$ cat src/rtl/dq_pkg.sv
// Package for the double-ended queue: sizes, operation and status codes,
// and the control bundle that the top level sends to each storage cell.
// No dependencies.
package dq_pkg;

  localparam int DEPTH  = 16;
  localparam int WORD_W = 32;
  localparam int CNT_W  = $clog2(DEPTH + 1);
  localparam int OP_W   = 3;
  localparam int LEN_W  = 5;
  localparam int STAT_W = 2;

  typedef logic signed [WORD_W-1:0] word_t;
  typedef logic [CNT_W-1:0]         cnt_t;

  typedef enum logic [OP_W-1:0] {
    OP_PUSH_FRONT = 3'd0,
    OP_PUSH_BACK  = 3'd1,
    OP_POP_FRONT  = 3'd2,
    OP_POP_BACK   = 3'd3,
    OP_PEEK       = 3'd4
  } op_t;

  typedef enum logic [STAT_W-1:0] {
    ST_DONE  = 2'd0,
    ST_FULL  = 2'd1,
    ST_EMPTY = 2'd2
  } status_t;

  // Per-cell control for one cycle.
  typedef struct packed {
    logic take_prev;  // shift toward the back (push at the front)
    logic take_next;  // shift toward the front (pop at the front)
    logic load;       // write the pushed word here (push at the back)
    logic is_front;   // this cell holds the front word after the step
    logic is_back;    // this cell holds the back word after the step
  } cell_ctl_t;

endpackage

$ cat src/rtl/dq_cell.sv
// One storage cell of the deque's shift chain: a word register that can
// take its neighbor's word or the pushed word, plus gated result taps.
// Depends on dq_pkg.
module dq_cell
  import dq_pkg::*;
(
  input  logic      clk,
  input  cell_ctl_t ctl,
  input  word_t     push_word,
  input  word_t     prev_word,
  input  word_t     next_word,
  output word_t     word,
  output word_t     front_tap,
  output word_t     back_tap
);

  word_t word_r;
  word_t word_nxt;

  always_comb begin
    if (ctl.take_prev) begin
      word_nxt = prev_word;
    end else if (ctl.take_next) begin
      word_nxt = next_word;
    end else if (ctl.load) begin
      word_nxt = push_word;
    end else begin
      word_nxt = word_r;
    end
  end

  always_ff @(posedge clk) begin
    word_r <= word_nxt;
  end

  // Taps are zero unless this cell is the selected end, so the top level
  // can merge all cells with a plain OR.
  assign word      = word_r;
  assign front_tap = ctl.is_front ? word_nxt : '0;
  assign back_tap  = ctl.is_back  ? word_nxt : '0;

endmodule

$ cat src/rtl/double_ended_queue_core.sv
// Top level of the double-ended queue: control, count register, chain of
// storage cells and the result register.
// Depends on dq_pkg and dq_cell.
//
//   Channel  Ports                                  Direction  Moves
//   in       in_valid/in_ready, in_op, in_data_value  input      one request item
//   out      out_valid/out_ready, out_front_value,    output     one result item
//            out_back_value, out_length, out_status
//
// The block takes one item per cycle. Each item is worked out in the cycle
// it is accepted and its result lands in the output register at that edge.
// in_ready is high whenever the output register is empty or is being
// drained in the same cycle, so a stall on the result side stalls input.
// Reset clears the count and the result valid flag; cell words need none,
// since only occupied cells are ever shown.
module double_ended_queue_core
  import dq_pkg::*;
(
  input  logic               clk,
  input  logic               rst_n,
  input  logic               in_valid,
  output logic               in_ready,
  input  logic [OP_W-1:0]    in_op,
  input  word_t              in_data_value,
  output logic               out_valid,
  input  logic               out_ready,
  output word_t              out_front_value,
  output word_t              out_back_value,
  output logic [LEN_W-1:0]   out_length,
  output logic [STAT_W-1:0]  out_status
);

  // The queue is kept in a row of cells with the front word always in cell
  // zero. A front push shifts every cell one place toward the back, a front
  // pop shifts one place toward the front, a back push writes the cell just
  // past the last occupied one, and a back pop only lowers the count.

  logic    accept;
  logic    full;
  logic    empty;
  logic    do_push_front;
  logic    do_push_back;
  logic    do_pop_front;
  status_t status;
  cnt_t    count_r;
  cnt_t    count_nxt;

  logic             out_valid_r;
  word_t            front_r;
  word_t            back_r;
  logic [LEN_W-1:0] length_r;
  status_t          status_r;

  cell_ctl_t ctl       [DEPTH];
  word_t     cell_word [DEPTH];
  word_t     front_tap [DEPTH];
  word_t     back_tap  [DEPTH];
  word_t     front_value;
  word_t     back_value;

  assign in_ready = !out_valid_r || out_ready;
  assign accept   = in_valid && in_ready;
  assign full     = (count_r == CNT_W'(DEPTH));
  assign empty    = (count_r == '0);

  // Decode the request. Refused requests and unused codes leave the state
  // alone; unused codes act as a peek, refused ones report ST_FULL or ST_EMPTY.
  always_comb begin
    do_push_front = 1'b0;
    do_push_back  = 1'b0;
    do_pop_front  = 1'b0;
    status        = ST_DONE;
    count_nxt     = count_r;
    case (in_op)
      OP_PUSH_FRONT: begin
        if (full) begin
          status = ST_FULL;
        end else begin
          do_push_front = 1'b1;
          count_nxt     = count_r + 1'b1;
        end
      end
      OP_PUSH_BACK: begin
        if (full) begin
          status = ST_FULL;
        end else begin
          do_push_back = 1'b1;
          count_nxt    = count_r + 1'b1;
        end
      end
      OP_POP_FRONT: begin
        if (empty) begin
          status = ST_EMPTY;
        end else begin
          do_pop_front = 1'b1;
          count_nxt    = count_r - 1'b1;
        end
      end
      OP_POP_BACK: begin
        if (empty) begin
          status = ST_EMPTY;
        end else begin
          count_nxt = count_r - 1'b1;
        end
      end
      default: begin
        status = ST_DONE;
      end
    endcase
  end

  // Per-cell control. The end flags refer to the occupancy after the step,
  // so an emptied queue selects no cell and both ends read zero.
  always_comb begin
    for (int i = 0; i < DEPTH; i++) begin
      ctl[i].take_prev = accept && do_push_front;
      ctl[i].take_next = accept && do_pop_front;
      ctl[i].load      = accept && do_push_back && (count_r == CNT_W'(i));
      ctl[i].is_front  = (i == 0) && (count_nxt != '0);
      ctl[i].is_back   = (count_nxt == CNT_W'(i + 1));
    end
  end

  for (genvar g = 0; g < DEPTH; g++) begin : g_cell
    word_t prev_word;
    word_t next_word;

    // The first cell takes the pushed word on a front push; the last cell
    // keeps its own word on a front pop, where it falls out of range anyway.
    if (g == 0) begin : g_first
      assign prev_word = in_data_value;
    end else begin : g_mid_prev
      assign prev_word = cell_word[g-1];
    end
    if (g == DEPTH - 1) begin : g_last
      assign next_word = cell_word[g];
    end else begin : g_mid_next
      assign next_word = cell_word[g+1];
    end

    dq_cell u_cell (
      .clk       (clk),
      .ctl       (ctl[g]),
      .push_word (in_data_value),
      .prev_word (prev_word),
      .next_word (next_word),
      .word      (cell_word[g]),
      .front_tap (front_tap[g]),
      .back_tap  (back_tap[g])
    );
  end

  // At most one cell drives each tap, so the ends merge by OR.
  always_comb begin
    front_value = '0;
    back_value  = '0;
    for (int i = 0; i < DEPTH; i++) begin
      front_value = front_value | front_tap[i];
      back_value  = back_value  | back_tap[i];
    end
  end

  always_ff @(posedge clk) begin
    if (!rst_n) begin
      count_r     <= '0;
      out_valid_r <= 1'b0;
    end else begin
      if (accept) begin
        count_r     <= count_nxt;
        out_valid_r <= 1'b1;
      end else if (out_ready) begin
        out_valid_r <= 1'b0;
      end
    end
  end

  // Result payload, loaded with each accepted item.
  always_ff @(posedge clk) begin
    if (accept) begin
      front_r  <= front_value;
      back_r   <= back_value;
      length_r <= LEN_W'(count_nxt);
      status_r <= status;
    end
  end

  assign out_valid       = out_valid_r;
  assign out_front_value = front_r;
  assign out_back_value  = back_r;
  assign out_length      = length_r;
  assign out_status      = status_r;

endmodule
$ cat config.mk
export PLATFORM = sky130hd
export DESIGN_NAME = double_ended_queue_core
export DESIGN_NICKNAME = d
export VERILOG_FILES = /design/src/rtl/dq_pkg.sv /design/src/rtl/dq_cell.sv /design/src/rtl/double_ended_queue_core.sv
export SDC_FILE = /design/constraint.sdc
export NUM_CORES = 2
export LEC_CHECK = 0
export ABC_AREA = 1
export BUFFER_PORTS_ARGS = -buffer_cell sky130_fd_sc_hd__clkbuf_2
export CORE_MARGIN = 1.5
export CORE_UTILIZATION = 50
export CTS_CLUSTER_SIZE = 14
export DETAILED_ROUTE_END_ITERATION = 7
export HOLD_SLACK_MARGIN = 0.12
export PLACE_DENSITY_LB_ADDON = 0.2
export SKIP_LAST_GASP = 1
export SYNTH_ARGS = -nofsm -noshare
export SYNTH_HDL_FRONTEND = slang
export SYNTH_SLANG_ARGS = --single-unit
$ cat constraint.sdc
create_clock -name clk -period 9 [get_ports clk]
set_input_delay 1.8 -clock clk [delete_from_list [all_inputs] [get_ports clk]]
set_output_delay 1.8 -clock clk [all_outputs]
set_load 0.01 [all_outputs]
# After elaboration in Yosys (flattened, before gate mapping)
# Index checks and enable logic that the tools add are counted.
dict set report classes {
  addsub 2
  n_eq_ne 35
  muxes 77
  n_bitwise 15
  reduce_logical 28
}
# operator count
set ops {}
lappend ops {{32-bit 2-to-1 mux} 64}
lappend ops {{32-bit bitwise OR} 15}
lappend ops {{5-bit by 4-bit equality test with 1-bit output, second input constant} 16}
lappend ops {{5-bit by 3-bit equality test with 1-bit output, second input constant} 8}
lappend ops {{5-bit by 2-bit equality test with 1-bit output, second input constant} 4}
lappend ops {{1-bit logical AND} 20}
lappend ops {{5-bit by 1-bit equality test with 1-bit output, second input constant} 2}
lappend ops {{5-bit equality test, second input constant} 2}
lappend ops {{5-bit 2-to-1 mux} 2}
lappend ops {{5-bit case mux with 2 select lines} 1}
lappend ops {{1-bit 2-to-1 mux} 8}
lappend ops {{3-bit by 2-bit equality test with 1-bit output, second input constant} 2}
lappend ops {{5-bit by 1-bit adder with 5-bit output, second input constant} 1}
lappend ops {{5-bit zero test} 1}
lappend ops {{5-bit nonzero test} 1}
lappend ops {{5-bit by 1-bit subtractor with 5-bit output, second input constant} 1}
lappend ops {{2-bit case mux with 2 select lines} 1}
lappend ops {{2-bit OR reduction} 2}
lappend ops {{3-bit by 1-bit equality test with 1-bit output, second input constant} 1}
lappend ops {{3-bit zero test} 1}
lappend ops {{2-bit 2-to-1 mux} 1}
lappend ops {{2-bit nonzero test} 1}
lappend ops {{1-bit zero test} 1}
lappend ops {{1-bit logical OR} 1}
dict set report totals {
  regBits 589
  inputBits 39
  out_inout_bits 73
  elab_cells 179
}

# Longest topological paths before layout
dict set report logic_depth {
  ltp_word 24
  ltp_mapped 19
  mapped_depth_nobuf 18
}

# By module
# From an unflattened synthesis, not the netlist that was laid out.
dict set report hier_totals {
  hier_cells 6679
  hier_area_um2 44682.9
}
# mod instances cells_per_inst area_per_inst_um2 seq_area_each_um2
set modules_own_cells {}
lappend modules_own_cells {dq_cell 16 383 2477.4 640.6}
lappend modules_own_cells {double_ended_queue_core 1 551 5044.8 2252.2}

# Least setup slack after synthesis
# No wires, ideal clock.
dict set report synth_path {
  path_type {input to register}
  from {input in_valid}
  to {register back_r[10], in the netlist out_back_value[10], data pin}
  setup_ns 0.264
  arrival_time_ns 7.031
  required_time_ns 8.736
  path_slack_ns 1.704
  stages 13
  n_path_buf 2
  cell_sequence {inv_1 a21oi_1 nand3_2 inv_2 buf_2 clkbuf_1 a21oi_1 nand2_1 o21ai_0 nand2_1 nand2_1 nor2_1 nand4_1}
}
dict set report synth_via {
  elab_cells_between_ends 99
}
# item line
set synth_rtl {}
lappend synth_rtl {{start, declared} double_ended_queue_core.sv:21} ;# input logic in_valid,
lappend synth_rtl {{1-bit logical AND *} double_ended_queue_core.sv:62} ;# assign accept = in_valid && in_ready;
lappend synth_rtl {{net accept} double_ended_queue_core.sv:38} ;# logic accept;
lappend synth_rtl {{1-bit logical AND (2 in a row)} double_ended_queue_core.sv:118} ;# ctl[i].load = accept && do_push_back && (count_r == CNT_W'(i));
lappend synth_rtl {{32-bit 2-to-1 mux} dq_cell.sv:25} ;# end else if (ctl.load) begin
lappend synth_rtl {{32-bit 2-to-1 mux} dq_cell.sv:23} ;# end else if (ctl.take_next) begin
lappend synth_rtl {{32-bit 2-to-1 mux *} dq_cell.sv:21} ;# if (ctl.take_prev) begin
lappend synth_rtl {{net g_cell[13].u_cell.word_nxt[10]} dq_cell.sv:18} ;# word_t word_nxt;
lappend synth_rtl {{32-bit 2-to-1 mux *} dq_cell.sv:40} ;# assign back_tap = ctl.is_back ? word_nxt : '0;
lappend synth_rtl {{32-bit bitwise OR * (3 in a row)} double_ended_queue_core.sv:159} ;# back_value = back_value | back_tap[i];
lappend synth_rtl {{net back_value[10]} double_ended_queue_core.sv:59} ;# word_t back_value;
lappend synth_rtl {{end signal, assigned} double_ended_queue_core.sv:181} ;# back_r <= back_value;
lappend synth_rtl {{end, declared} double_ended_queue_core.sv:50} ;# word_t back_r;
# Mark *: on every way through the listed nets, which the timed path passes. The rest lies on a longest branch.
# A chain may end at the register's enable or synchronous reset.

# Final worst setup path
dict set report layout_path {
  from {input in_op[2]}
  to {register back_r[0], in the netlist out_back_value[0], data pin}
}
dict set report layout_via {
  elab_cells_between_ends 124
}
# item line
set layout_rtl {}
lappend layout_rtl {{start, declared} double_ended_queue_core.sv:23} ;# input logic [OP_W-1:0] in_op,
lappend layout_rtl {{3-bit by 1-bit equality test with 1-bit output} double_ended_queue_core.sv:74} ;# case (in_op)
lappend layout_rtl {{1-bit 2-to-1 mux} double_ended_queue_core.sv:74}
lappend layout_rtl {{1-bit logical AND (2 in a row)} double_ended_queue_core.sv:118}
lappend layout_rtl {{32-bit 2-to-1 mux} dq_cell.sv:25}
lappend layout_rtl {{32-bit 2-to-1 mux} dq_cell.sv:23}
lappend layout_rtl {{32-bit 2-to-1 mux *} dq_cell.sv:21}
lappend layout_rtl {{net g_cell[7].u_cell.word_nxt[0]} dq_cell.sv:18}
lappend layout_rtl {{32-bit 2-to-1 mux *} dq_cell.sv:40}
lappend layout_rtl {{32-bit bitwise OR * (9 in a row)} double_ended_queue_core.sv:159}
lappend layout_rtl {{net back_value[0]} double_ended_queue_core.sv:59}
# Marked as above.

==> reports/metrics.cfg <==
[run_status]
status=finished, final reports clean

[sta]
clock_skew_ns=0.0167
tns_ns=0
clock.fmax_mhz=193
max-slew-margin-rel=0.278
fin_ws_ns=3.82
worst_slew_pin_slew_ns=1.08
hold_ws_ns=0.470
setup_viol=0
period_share=0.575
finalMaxSlewViolations=0
hold_violations=0
layout_min_cycle_time_ns=5.18
rsz0062_at_grt=no

[finish]
stdcell_count=6641
drive_gt1_frac=0.0628
layout.nets=5692
area_growth_pct=7.74
nFillCells=7111
final_cell_area_sq_mm=0.0385

[synthesis]
synth_area_leaders=dfxtp_1, nand2_1, nand4_1
syn-cell-area_sq_mm=0.0357
syn_nets=5918
ys_seq_elements=589
yosysSeqAreaShare=0.350
syn_avg_cell_area_sq_um=6.08
yosys.cell_types.count=30
synth_cells=5873
synth_top_area_share=0.290
synth.largest_area_cell=dfxtp_1
yosys_warnings=0

[routing]
drt-initial-drc-count=6048
num_vias=40999
dr.pass1.iters=7
drt_wl_total_mm=152
via_per_inst=6.17
wl_per_cell_microns=22.9
drc=0
ant_nets=0

[floorplanning]
pin_count=112
coreArea_sq_mm=0.0704
die_area_sq_mm=0.0730
die_y_microns=270
num_rows=97
die_x_microns=270
start_util=0.507

[clock_tree]
clkTransAtPathRegs_ns=0.06
numCtsBuffers=69
clk_latency_ns=0.62
clock_sinks=589
htree_num_levels=3
root_buffer=clkbuf_16
clk_path_buf_depth=3
post_cts_buffers=0
cts-resized-gates=0
cts_tree=built
hold_buffers=0

[setup_path]
r2r_cells=16
start_kind=input port
r2r_end=out_back_value[11]
worst_r2r_startpoint=count_r[0]
critPathKind=in2reg
path_cells=clkbuf_2 > nor3_1 > nand3_4 > inv_8 > buf_4 > a21oi_1 > nand2_1 > o21ai_1 > nand2_1 > nand2_1 > nor2_1 > nand4_1
crit_top_cell=nand2_1
critPathSlowestCell=inv_8
worstPathArrival_ns=5.52
cp_max_fo=104
cp-end-kind=flip-flop
cpPeakStageDelay_ns=0.85
reg2reg_setup_slack_ns=3.86
cp.required_ns=9.35

[placed_design]
numPlacedInstances=6516
port_buffers=111
globalplace.congestion=0.891
dp_slack_ns=3.35
place_hpwl_mm=79.3
placed_cell_area_sq_mm=0.0363

[global_routing]
track_usage=0.403
antenna_found_initial=12
grt_pass1_wl_mm=227
grt.busiest_layer=met2
use_met3=0.127
grtUsageMet2=0.586
use_met1=0.526
grt_pass1_vias=37215
grt_max_degree=210
grt-ovfl-total=0

[power_and_ir_drop]
leakagePower_nw=19.2
ir_drop_mv=0.163
power_density_mw_per_mm2=267

[run]
drv_cap=0

[hold_path]
hold_depth=2
hp-class=reg2reg
hold_end=g_cell[15].u_cell.word[31]
hp-start=g_cell[14].u_cell.word[31]

-- metal layers --
| metal | part of all wire | vias up | wire [microns] |
|---|---|---|---|
| met2 | 0.41 | 2921 | 62100 |
| met5 | 0.00052 | - | 80 |
| met3 | 0.15 | 683 | 23400 |
| met4 | 0.063 | 12 | 9670 |
| met1 | 0.37 | 18639 | 57100 |
| li1 | - | 18744 | - |
-- cell type report --
class | count | area (sq um) | share of cell area
inverters | 455 | 1720 | 0.0448
diodes | 3 | 7.51 | 0.000195
clock inverters | 16 | 160 | 0.00416
well taps | 940 | 1180 | 0.0306
multi-input cells | 4347 | 19700 | 0.511
flip-flops and latches | 589 | 12500 | 0.325
repair buffers | 185 | 1210 | 0.0315
clock buffers | 106 | 2010 | 0.0523
-- stage by stage --
stage	total power (W)	util
floorplan	0.00649	-
global placement	0.00733	0.516
detailed placement	0.00738	0.516
CTS	0.0102	0.546
global route	0.0109	0.546
finish	0.0103	0.546
-- synth_stat cells, drive strengths merged --
cell,n
o211ai,9
a21oi,488
o22ai,5
buf,246
inv,447
o21ai,256
dfxtp,518
nand3b,22
ha,6
nor3,2
nand3,524
clkinv,8
nand2,1867
clkbuf,236
nand4,443
edfxtp,71
nor2,715
or2,10
-- where the power goes --
| group | leakage [nW] | switching [W] | internal [W] |
|---|---|---|---|
| Clock | 1.05 | 0.00120 | 0.00162 |
| Sequential | 5.07 | 0.000632 | 0.00373 |
| Combinational | 13.1 | 0.00207 | 0.00103 |
| Total | 19.2 | 0.00391 | 0.00638 |
-- worst max-delay path: cells and delay by family --
family / cells / cell delay, ns
compound gates: 2 / 0.26
buf+inv: 3 / 1.79
simple gates: 7 / 1.55
-- registers in the layout, indices dropped and copies added, names as in the netlist --
signal	flops
count_r	5
g_cell.u_cell.word	512
out_back_value	32
out_front_value	32
out_length	5
out_status	2
out_valid	1
-- worst max-delay path by stage --
| stage | from | to | depth (start not counted) |
|---|---|---|---|
| 2_1_floorplan | in_valid | out_back_value[10] | 13 |
| 3_3_place_gp | in_op[2] | out_back_value[16] | 12 |
| 3_5_place_dp | in_op[2] | out_back_value[14] | 12 |
| 4_1_cts | in_op[2] | out_back_value[25] | 12 |
| 5_1_grt | in_op[2] | out_back_value[23] | 12 |
| 6_report | in_op[2] | out_back_value[0] | 12 |
-- cells in the final DEF (no fill, tap or decap), drive strengths merged, types with 5 or more instances in the layout --
cell type  netlist  layout
a21oi          488     488
buf            246      74
clkbuf         236     217
clkinv           8      18
dfxtp          518     518
edfxtp          71      71
ha               6       6
inv            447     447
nand2         1867    1867
nand3          524     524
nand3b          22      22
nand4          443     443
nor2           715     715
o211ai           9       9
o21ai          256     256
o22ai            5       5
or2             10      10
-- logic make-up (layout without fill, tap and decap cells) --
| group | Yosys count | after routing | share of synthesized area |
|---|---|---|---|
| buffers and inverters | 937 | 762 | 0.107 |
| other | 0 | 3 | 0 |
| DFF | 589 | 589 | 0.350 |
| and+or+nand+nor | 3583 | 3583 | 0.434 |
| AOI/OAI and AO/OA | 758 | 758 | 0.107 |
| adders and majority gates | 6 | 6 | 0.00210 |
Note: power is estimated with default switching activity, not from simulation.
